[src/rtl/core/mxdot_pkg.sv]
// Shared types, constants and helper functions for the MX FP8 scaled dot unit.
`default_nettype none
package mxdot_pkg;

    localparam int unsigned SumW   = 72;   // signed exact sum of four lane products
    localparam int unsigned MagW   = 71;   // magnitude of that sum
    localparam int unsigned AddW   = 64;   // aligned adder datapath
    localparam int unsigned Stages = 8;

    localparam logic [31:0] QnanDefault = 32'h7FC0_0000;
    localparam logic [31:0] QnanNeg     = 32'hFFC0_0000;
    localparam logic [31:0] InfBits     = 32'h7F80_0000;
    localparam logic [7:0]  ScaleNan    = 8'hFF;
    localparam logic [7:0]  ExpMax      = 8'hFF;
    localparam logic [10:0] FactorBf    = 11'd32;
    localparam logic [10:0] FactorHf    = 11'd18;
    localparam logic [10:0] FactorMix   = 11'd25;

    typedef struct packed {
        logic [31:0] prod;
        logic [31:0] acc;
        logic        nan;
    } t_prod_res;

    // Index of the most significant set bit; zero when no bit is set.
    function automatic logic [6:0] msb_index(input logic [127:0] x);
        logic [6:0] idx;
        idx = '0;
        for (int i = 0; i < 128; i++) begin
            if (x[i]) begin
                idx = 7'(i);
            end
        end
        return idx;
    endfunction

    // Drop denormals to a zero of the same sign.
    function automatic logic [31:0] daz(input logic [31:0] v);
        return (v[30:23] == 8'd0) ? {v[31], 31'd0} : v;
    endfunction

endpackage
`default_nettype wire

[src/rtl/core/mx_fp8_scaled_dot_fp32_accumulate.sv]
// Top level of the MX FP8 scaled dot product with FP32 accumulate.
//
//   channel | signals                                     | direction
//   input   | i_valid, o_stall, i_accumulator..i_b_is_e5m2 | into block
//   output  | o_valid, i_stall, o_new_accumulator          | out of block
//
// One item per cycle while the output is not stalled.
// Stages: decode/multiply, sum, leading-one, round, compare, align/add, leading-one, round.
// The whole pipeline holds while a result waits under stall, bubbles included.
// Reset clears only the valid bits.
`default_nettype none
module mx_fp8_scaled_dot_fp32_accumulate
    import mxdot_pkg::*;
(
    input  wire logic        i_clk,
    input  wire logic        i_rst_n,
    input  wire logic        i_valid,
    output logic             o_stall,
    input  wire logic [31:0] i_accumulator,
    input  wire logic [31:0] i_a_quad,
    input  wire logic [31:0] i_b_quad,
    input  wire logic [7:0]  i_a_scale,
    input  wire logic [7:0]  i_b_scale,
    input  wire logic        i_a_is_e5m2,
    input  wire logic        i_b_is_e5m2,
    output logic             o_valid,
    input  wire logic        i_stall,
    output logic [31:0]      o_new_accumulator
);

    logic [Stages-1:0] r_v;
    logic              en;
    t_prod_res         prod_res;

    assign en      = !(r_v[Stages-1] && i_stall);
    assign o_stall = !en;
    assign o_valid = r_v[Stages-1];

    always_ff @(posedge i_clk) begin
        if (!i_rst_n) begin
            r_v <= '0;
        end else if (en) begin
            r_v <= {r_v[Stages-2:0], i_valid};
        end
    end

    mxdot_prod u_prod (
        .i_clk         (i_clk),
        .i_en          (en),
        .i_accumulator (i_accumulator),
        .i_a_quad      (i_a_quad),
        .i_b_quad      (i_b_quad),
        .i_a_scale     (i_a_scale),
        .i_b_scale     (i_b_scale),
        .i_a_is_e5m2   (i_a_is_e5m2),
        .i_b_is_e5m2   (i_b_is_e5m2),
        .o_res         (prod_res)
    );

    mxdot_add u_add (
        .i_clk (i_clk),
        .i_en  (en),
        .i_res (prod_res),
        .o_sum (o_new_accumulator)
    );

endmodule
`default_nettype wire

[src/rtl/core/mxdot_prod.sv]
// Four-lane FP8 product sum, converted to a scaled FP32 value over four stages.
`default_nettype none
module mxdot_prod
    import mxdot_pkg::*;
(
    input  wire logic        i_clk,
    input  wire logic        i_en,
    input  wire logic [31:0] i_accumulator,
    input  wire logic [31:0] i_a_quad,
    input  wire logic [31:0] i_b_quad,
    input  wire logic [7:0]  i_a_scale,
    input  wire logic [7:0]  i_b_scale,
    input  wire logic        i_a_is_e5m2,
    input  wire logic        i_b_is_e5m2,
    output t_prod_res        o_res
);

    // Stage 1: decoded, shifted and signed lane terms.
    logic [SumW-1:0] r_term [4];
    logic [SumW-1:0] n_term [4];
    logic [31:0]     r_acc1, r_acc2, r_acc3;
    logic [10:0]     r_adj1, r_adj2, r_adj3, n_adj;
    logic            r_nan1, r_nan2, r_nan3;

    always_comb begin
        logic [7:0] ba, bb;
        logic [3:0] ma, mb;
        logic [4:0] ea, eb, sa, sb;
        logic [7:0] pr;
        logic [5:0] sh;
        logic [67:0] t;
        for (int k = 0; k < 4; k++) begin
            ba = i_a_quad[8*k +: 8];
            bb = i_b_quad[8*k +: 8];
            if (i_a_is_e5m2) begin
                ea = 5'(ba[6:2]);
                ma = (ea != 5'd0) ? {2'b01, ba[1:0]} : {2'b00, ba[1:0]};
            end else begin
                ea = {1'b0, ba[6:3]};
                ma = (ea != 5'd0) ? {1'b1, ba[2:0]} : {1'b0, ba[2:0]};
            end
            if (i_b_is_e5m2) begin
                eb = 5'(bb[6:2]);
                mb = (eb != 5'd0) ? {2'b01, bb[1:0]} : {2'b00, bb[1:0]};
            end else begin
                eb = {1'b0, bb[6:3]};
                mb = (eb != 5'd0) ? {1'b1, bb[2:0]} : {1'b0, bb[2:0]};
            end
            sa = (ea != 5'd0) ? ea - 5'd1 : 5'd0;
            sb = (eb != 5'd0) ? eb - 5'd1 : 5'd0;
            pr = ma * mb;
            sh = {1'b0, sa} + {1'b0, sb};
            t  = 68'(pr) << sh;
            n_term[k] = (ba[7] ^ bb[7]) ? -{4'd0, t} : {4'd0, t};
        end
    end

    always_comb begin
        logic [10:0] factor;
        if (i_a_is_e5m2 && i_b_is_e5m2) begin
            factor = FactorBf;
        end else if (!i_a_is_e5m2 && !i_b_is_e5m2) begin
            factor = FactorHf;
        end else begin
            factor = FactorMix;
        end
        n_adj = 11'(i_a_scale) + 11'(i_b_scale) - 11'd254 - factor;
    end

    always_ff @(posedge i_clk) begin
        if (i_en) begin
            r_term <= n_term;
            r_acc1 <= i_accumulator;
            r_adj1 <= n_adj;
            r_nan1 <= (i_a_scale == ScaleNan) || (i_b_scale == ScaleNan);
        end
    end

    // Stage 2: exact sum and its magnitude.
    logic [MagW-1:0] r_mag2, r_mag3;
    logic            r_sign2, r_sign3;
    logic [SumW-1:0] n_sum;
    assign n_sum = r_term[0] + r_term[1] + r_term[2] + r_term[3];

    always_ff @(posedge i_clk) begin
        if (i_en) begin
            r_sign2 <= n_sum[SumW-1];
            r_mag2  <= n_sum[SumW-1] ? MagW'(-n_sum) : MagW'(n_sum);
            r_acc2  <= r_acc1;
            r_adj2  <= r_adj1;
            r_nan2  <= r_nan1;
        end
    end

    // Stage 3: leading one position.
    logic [6:0] r_p3;
    always_ff @(posedge i_clk) begin
        if (i_en) begin
            r_p3    <= msb_index(128'(r_mag2));
            r_mag3  <= r_mag2;
            r_sign3 <= r_sign2;
            r_acc3  <= r_acc2;
            r_adj3  <= r_adj2;
            r_nan3  <= r_nan2;
        end
    end

    // Stage 4: normalize, round to nearest even, rebias and pack.
    t_prod_res r_res4;
    logic [31:0] n_prod;
    always_comb begin
        logic [MagW-1:0] norm;
        logic [24:0]     m;
        logic            g, st, rnd;
        logic [10:0]     biased;
        norm   = r_mag3 << (7'(MagW - 1) - r_p3);
        g      = norm[MagW-25];
        st     = |norm[MagW-26:0];
        rnd    = g && (norm[MagW-24] || st);
        m      = {1'b0, norm[MagW-1:MagW-24]} + 25'(rnd);
        biased = 11'd127 + 11'(r_p3) + r_adj3 + 11'(m[24]);
        if (r_mag3 == '0) begin
            n_prod = 32'd0;
        end else if ($signed(biased) > $signed(11'd254)) begin
            n_prod = {r_sign3, 31'd0} | InfBits;
        end else if ($signed(biased) <= $signed(11'd0)) begin
            n_prod = {r_sign3, 31'd0};
        end else begin
            n_prod = {r_sign3, biased[7:0], m[22:0]};
        end
    end

    always_ff @(posedge i_clk) begin
        if (i_en) begin
            r_res4.prod <= n_prod;
            r_res4.acc  <= r_acc3;
            r_res4.nan  <= r_nan3;
        end
    end

    assign o_res = r_res4;

endmodule
`default_nettype wire

[src/rtl/core/mxdot_add.sv]
// FP32 adder with flush-to-zero and round to nearest even, four stages.
`default_nettype none
module mxdot_add
    import mxdot_pkg::*;
(
    input  wire logic        i_clk,
    input  wire logic        i_en,
    input  wire t_prod_res   i_res,
    output logic [31:0]      o_sum
);

    // Stage 5: specials, magnitude order and exponent difference.
    logic        r_spec5, r_sub5, r_sign5, r_nan5;
    logic [31:0] r_sval5;
    logic [7:0]  r_ea5, r_diff5;
    logic [23:0] r_ma5, r_mb5;
    logic        n_spec;
    logic [31:0] n_sval, n_big, n_small;

    always_comb begin
        logic [31:0] a, b;
        logic [7:0]  ea, eb;
        a = daz(i_res.acc);
        b = daz(i_res.prod);
        ea = a[30:23];
        eb = b[30:23];
        n_spec = 1'b1;
        n_sval = a;
        if (ea == ExpMax && a[22:0] != 23'd0) begin
            n_sval = a | 32'h0040_0000;
        end else if (eb == ExpMax && b[22:0] != 23'd0) begin
            n_sval = b | 32'h0040_0000;
        end else if (ea == ExpMax) begin
            n_sval = (eb == ExpMax && (a[31] ^ b[31])) ? QnanNeg : a;
        end else if (eb == ExpMax) begin
            n_sval = b;
        end else if (ea == 8'd0 && eb == 8'd0) begin
            n_sval = a & b;
        end else if (ea == 8'd0) begin
            n_sval = b;
        end else if (eb == 8'd0) begin
            n_sval = a;
        end else begin
            n_spec = 1'b0;
        end
        if (a[30:0] < b[30:0]) begin
            n_big = b; n_small = a;
        end else begin
            n_big = a; n_small = b;
        end
    end

    always_ff @(posedge i_clk) begin
        if (i_en) begin
            r_spec5 <= n_spec;
            r_sval5 <= n_sval;
            r_nan5  <= i_res.nan;
            r_sign5 <= n_big[31];
            r_sub5  <= n_big[31] ^ n_small[31];
            r_ea5   <= n_big[30:23];
            r_diff5 <= n_big[30:23] - n_small[30:23];
            r_ma5   <= {1'b1, n_big[22:0]};
            r_mb5   <= {1'b1, n_small[22:0]};
        end
    end

    // Stage 6: align and add.
    logic [AddW-1:0] r_s6, n_s;
    logic            r_spec6, r_sign6, r_nan6;
    logic [31:0]     r_sval6;
    logic [7:0]      r_ea6;

    always_comb begin
        logic [AddW-1:0] sa, mb, sbv;
        sa  = AddW'(r_ma5) << 39;
        mb  = AddW'(r_mb5) << 39;
        sbv = (r_diff5 <= 8'd39) ? (mb >> r_diff5) : AddW'(1);
        n_s = r_sub5 ? sa - sbv : sa + sbv;
    end

    always_ff @(posedge i_clk) begin
        if (i_en) begin
            r_s6    <= n_s;
            r_spec6 <= r_spec5;
            r_sval6 <= r_sval5;
            r_nan6  <= r_nan5;
            r_sign6 <= r_sign5;
            r_ea6   <= r_ea5;
        end
    end

    // Stage 7: leading one position.
    logic [AddW-1:0] r_s7;
    logic [6:0]      r_q7;
    logic            r_spec7, r_sign7, r_nan7;
    logic [31:0]     r_sval7;
    logic [7:0]      r_ea7;

    always_ff @(posedge i_clk) begin
        if (i_en) begin
            r_q7    <= msb_index(128'(r_s6));
            r_s7    <= r_s6;
            r_spec7 <= r_spec6;
            r_sval7 <= r_sval6;
            r_nan7  <= r_nan6;
            r_sign7 <= r_sign6;
            r_ea7   <= r_ea6;
        end
    end

    // Stage 8: normalize, round and select the final value.
    logic [31:0] r_sum8, n_sum;
    always_comb begin
        logic [AddW-1:0] norm;
        logic [24:0]     m;
        logic            g, st, rnd;
        logic [9:0]      er;
        norm = r_s7 << (7'(AddW - 1) - r_q7);
        g    = norm[AddW-25];
        st   = |norm[AddW-26:0];
        rnd  = g && (norm[AddW-24] || st);
        m    = {1'b0, norm[AddW-1:AddW-24]} + 25'(rnd);
        er   = 10'(r_ea7) + 10'(r_q7) - 10'd62;
        if (r_nan7) begin
            n_sum = QnanDefault;
        end else if (r_spec7) begin
            n_sum = r_sval7;
        end else if (r_s7 == '0) begin
            n_sum = 32'd0;
        end else if ($signed(er) <= $signed(10'd0)) begin
            n_sum = {r_sign7, 31'd0};
        end else begin
            er = er + 10'(m[24]);
            if ($signed(er) >= $signed(10'd255)) begin
                n_sum = {r_sign7, 31'd0} | InfBits;
            end else begin
                n_sum = {r_sign7, er[7:0], m[24] ? m[23:1] : m[22:0]};
            end
        end
    end

    always_ff @(posedge i_clk) begin
        if (i_en) begin
            r_sum8 <= n_sum;
        end
    end

    assign o_sum = r_sum8;

endmodule
`default_nettype wire

[config.mk]
export PLATFORM = sky130hd
export DESIGN_NAME = mx_fp8_scaled_dot_fp32_accumulate
export DESIGN_NICKNAME = d
export VERILOG_FILES = /design/src/rtl/core/mxdot_pkg.sv /design/src/rtl/core/mx_fp8_scaled_dot_fp32_accumulate.sv /design/src/rtl/core/mxdot_prod.sv /design/src/rtl/core/mxdot_add.sv
export SDC_FILE = /design/constraint.sdc
export NUM_CORES = 2
export LEC_CHECK = 0
export BUFFER_PORTS_ARGS = -buffer_cell sky130_fd_sc_hd__buf_2
export CAP_MARGIN = 5
export CORE_MARGIN = 4
export CORE_UTILIZATION = 60
export CTS_CLUSTER_DIAMETER = 80
export DETAILED_ROUTE_END_ITERATION = 7
export GPL_TIMING_DRIVEN = 0
export HOLD_SLACK_MARGIN = 0.1
export PLACE_DENSITY = 0.79
export SYNTH_ARGS = -nofsm -noshare
export SYNTH_HDL_FRONTEND = slang
export SYNTH_HIERARCHICAL = 1
export SYNTH_SLANG_ARGS = --single-unit
[constraint.sdc]
create_clock -name i_clk -period 29.3 [get_ports i_clk]
set_input_delay 7.325 -clock i_clk [delete_from_list [all_inputs] [get_ports i_clk]]
set_output_delay 7.325 -clock i_clk [all_outputs]
set_load 0.005 [all_outputs]
# --- Word level (Yosys, flattened, before mapping) ---
# Cells that the tools add are included.
classes:
  n_shift: 7
  addsub: 36
  n_mux: 199
  n_reduce_logical: 59
  multipliers: 4
  eq_ne: 4
  magnitude_cmp: 6
  bitwise: 7
op_table:
  columns: ["cell", "count"]
  rows:
  - ["$mux W32", 11]
  - ["$mux W5", 64]
  - ["$neg A68 Y72", 4]
  - ["$mux W68", 4]
  - ["$shl A8 B6 Y68", 4]
  - ["$add A72 B72 Y72", 3]
  - ["$mux W6", 32]
  - ["$mux W31", 6]
  - ["$mux W4", 41]
  - ["$mux W64", 2]
  - ["$reduce_bool A5 Y1", 16]
  - ["$mux W3", 24]
  - ["$logic_not A71 Y1", 1]
  - ["$mux W71", 1]
  - ["$neg A71 Y71", 1]
  - ["$shl A71 B7 Y71", 1]
  - ["$add A63 B64 Y64", 1]
  - ["$logic_not A64 Y1", 1]
  - ["$shl A64 B7 Y64", 1]
  - ["$shr A63 B8 Y64", 1]
  - ["$sub A63 B64 Y64", 1]
  - ["$reduce_or A62 Y1", 1]
  - ["$add A24 B1 Y25", 2]
  - ["$reduce_bool A23 Y1", 2]
  - ["43 further kinds", 97]
totals:
  wordCells: 381
  ff_bits: 995

# --- Longest topological paths before layout ---
logic_depth:
  depth_word: 69
  ltp_mapped: 37
  depth_no_buf: 30

# --- Cells and area by module ---
# The synthesis kept the hierarchy.
by_module_without_submodules:
  columns: ["module", "cells_per_inst", "instances", "seq_area_each_um2", "area_each_um2"]
  rows:
  - ["mxdot_prod", 5515, 1, 19098.3, 52990.8]
  - ["mxdot_add", 2630, 1, 10510.1, 26566.7]
  - ["mx_fp8_scaled_dot_fp32_accumulate", 27, 1, 160.2, 285.3]

# --- Worst setup path after synthesis ---
# OpenSTA, ideal clock, no wires.
synth_timing:
  kind: "input to output"
  startpoint: "input port i_stall"
  endpoint: "output port o_stall"
  stages: 2
  arrival_time_ns: 14.265
  n_path_buf: 0
  slack_ns: 7.710
  t_required_ns: 21.975
  cell_sequence: "nand2_4 -> inv_2"
synth_via:
  elab_chain_len: 1
synth_lines:
  columns: ["item", "line_no", "rtl"]
  rows:
  - ["start: declaration", "mx_fp8_scaled_dot_fp32_accumulate.sv:27", "input wire logic i_stall,"]
  - ["$logic_and A1 B1 Y1", "mx_fp8_scaled_dot_fp32_accumulate.sv:35", "assign en = !(r_v[Stages-1] && i_stall);"]
  - ["end: declaration", "mx_fp8_scaled_dot_fp32_accumulate.sv:18", "output logic o_stall,"]
# No other way between the ends.

# --- Worst setup path after layout ---
# Same ends and word-level chain as after synthesis.

==> results.yml <==
synth:
  synthArstFlopShare: 0
  avgSynthCellArea_um2: 9.77
  synth_cell_types: 134
  synth_cells: 8172
  yosys.area.top_type: "edfxtp_1"
  yosysSeqAreaShare: 0.373
  synth_most_common_cell: "edfxtp_1"
  syn_area_um2: 79800
  ys.flop_type: "edfxtp_1"
  yosysTopAreaCellShare: 0.371
  ys_ff_latch: 994
  synthTopCellsByArea: "edfxtp_1, ha_1, mux4_2"
  synthesis.nets: 8784
  synthTopCellsByCount: "edfxtp_1, nand2_1, nor2_1"
  yosysWarnings: 6
  synth-edff-count: 986
cells_and_area:
  regArea_um2: 29800
  drive_gt1_frac: 0.106
  multiInputGateArea_um2: 47100
  nFillCells: 10500
  nets: 9053
  area_growth_syn_to_layout_pct: 8.55
drt:
  route.detailed.drc: 4
  wl_per_cell_um: 29.2
  route.vias.total: 73900
  drt-initial-drc-count: 12400
  avgViaCountPerCell: 7.18
  ant_nets: 0
  wirelength_um: 301000
  dr.pass1.iters: 8
timing:
  clock.fmax_mhz: 64.9
  rsz0062_at_grt: "no"
  tightest_slew_ns: 1.36
  skew_ns: 0.0859
  tns_ns: 0
  hold_viol_final: 0
  finalCriticalPeriod_ns: 15.41
  fin_crit_sh: 0.526
  relSlewSlack: 0.0865
  setup_viol: 0
  maxSlewViolCount: 0
worst_setup_path:
  r2r_cells: 30
  critPathMaxFanout: 51
  critPathKind: "primary input to output pin"
  cp_data_arrival_time_ns: 8.08
  required_ns: 21.98
  start_kind: "primary input"
  r2r-start: "u_prod/r_p3[1]"
  r2r_end: "u_prod/o_res[59]"
  regToRegSetupSlack_ns: 18.97
  crit_path_end_kind: "output pin"
floorplan:
  die_w_um: 373
  ioPinCount: 152
  core_um2: 132000
  rows: 133
  die-area_um2: 139000
  floorplan.initialDensity: 0.606
  fp.dieH_um: 373
global_routing:
  grtUsageMet1: 0.534
  met2_usage: 0.638
  grt_max_degree: 135
  antenna_found_initial: 17
  grt_util_all_layers: 0.414
  met3_usage: 0.0877
  grt_pass1_wl_um: 441000
  busiest_layer: "met2"
  gr-total-overflow: 0
  first_global_vias: 68700
clock_tree:
  clk_latency_ns: 0.78
  htree_levels: 3
  holdBufCountCts: 0
  ctsResizeCount: 0
  cts_root_buf: "clkbuf_16"
  clk_pin_slew_ns: 0.06
  post_cts_buffers: 0
  clockBufferDepth: 3
  clock-sinks: 994
  cts-buffers-inserted: 103
  cts_tree: "yes"
hold_path:
  worstHoldStart: "u_add/r_ea6[0]"
  hp-class: "register to register"
  min_to: "u_add/r_ea7[0]"
  worstHoldPathCells: 0
placement:
  hpwl_um: 235000
  gp_congestion: 1.09
  io_buffers: 150
flow_run:
  drv.max_cap_violation_count: 0
status:
  status: "complete, but fails checks"
  violations: "design-rule violations"
registers in the layout, summed over array words and instances (netlist names), 11 cells and up:
signal	cells
u_prod/r_term	288
u_prod/r_mag2	71
u_prod/r_mag3	71
u_prod/o_res	65
u_add/r_s6	64
u_add/r_s7	64
u_add/o_sum	32
u_add/r_sval5	32
u_add/r_sval6	32
u_add/r_sval7	32
u_prod/r_acc1	32
u_prod/r_acc2	32
u_prod/r_acc3	32
u_add/r_ma5	23
u_add/r_mb5	23
u_prod/r_adj1	11
u_prod/r_adj2	11
u_prod/r_adj3	11
cells by family after synthesis:
logic type	count (synthesis)	synth area share
and+or+nand+nor	2766	0.168
AOI/OAI and AO/OA	2287	0.193
DFF	994	0.373
buffers and inverters	743	0.0381
adders and majority gates	494	0.0932
muxes	453	0.0866
xor gates and xnor gates	435	0.0479
worst max-delay path by stage:
stage	startpoint	end	slack (ns)	cells past startpoint
2_1_floorplan	i_stall	o_stall	7.71	2
5_1_grt	i_b_is_e5m2	u_prod/r_term[29]	13.80	19
3_3_place_gp	i_stall	o_stall	5.47	4
6_report	i_stall	o_stall	13.89	4
3_5_place_dp	i_a_is_e5m2	u_prod/r_term[61]	13.53	20
4_1_cts	i_stall	o_stall	13.85	4
per-layer routing:
layer | share of wire | vias up
li1 | - | 31600
met1 | 0.36 | 35300
met5 | 0.00011 | -
met2 | 0.44 | 5776
met3 | 0.12 | 1199
met4 | 0.082 | 4
critical path, cell delays in order:
cell	delay, ns
buf_2	0.14
nand2_8	0.32
inv_2	0.13
buf_2	0.16
layout make-up:
type                       instances  area share
antenna                           12    0.000346
buffer                           435      0.0217
clock buffer                     116      0.0303
clock inverter                    75      0.0107
inverter                         308      0.0133
multi-input combinational       6435       0.543
sequential                       994       0.343
tap                             1755      0.0253
timing repair buffer             164      0.0116
per-stage QoR:
step                      hold slack, ns  instance area [um2]  utilization  cells  setup WS (ns)
final                              0.395                86700        0.658  10300          13.89
after global routing               0.417                86600        0.657  10300          13.80
after CTS                          0.391                86600        0.657  10300          13.85
after detailed placement           0.405                83100        0.630  10100          13.53
after global placement             0.400                82800        0.628  10100           5.47
after floorplan                    0.400                79800            -   8172           7.71
cells in the final DEF, fill, tap and decap left out, types with 89 or more instances in the layout:
master | synthesis | layout
o22ai_1 | 104 | 104
nand4_1 | 89 | 89
a31oi_1 | 137 | 137
nor2_1 | 744 | 744
o211ai_1 | 108 | 108
nor3_1 | 188 | 188
fa_1 | 168 | 168
xnor2_1 | 281 | 280
inv_1 | 299 | 299
mux2i_1 | 158 | 158
o21ai_0 | 433 | 433
clkbuf_16 | 0 | 103
nor4_1 | 113 | 112
mux2_2 | 113 | 113
nand3_1 | 198 | 198
ha_1 | 326 | 326
and2_1 | 97 | 97
mux4_2 | 177 | 177
clkbuf_1 | 305 | 318
xor2_1 | 152 | 152
a21oi_1 | 518 | 518
a21o_1 | 94 | 94
edfxtp_1 | 986 | 986
buf_2 | 64 | 217
nand2_1 | 834 | 834
Power is left out: the tool's default activity adds up to more than one toggle a clock period on the data nets, which glitch-free logic cannot reach.
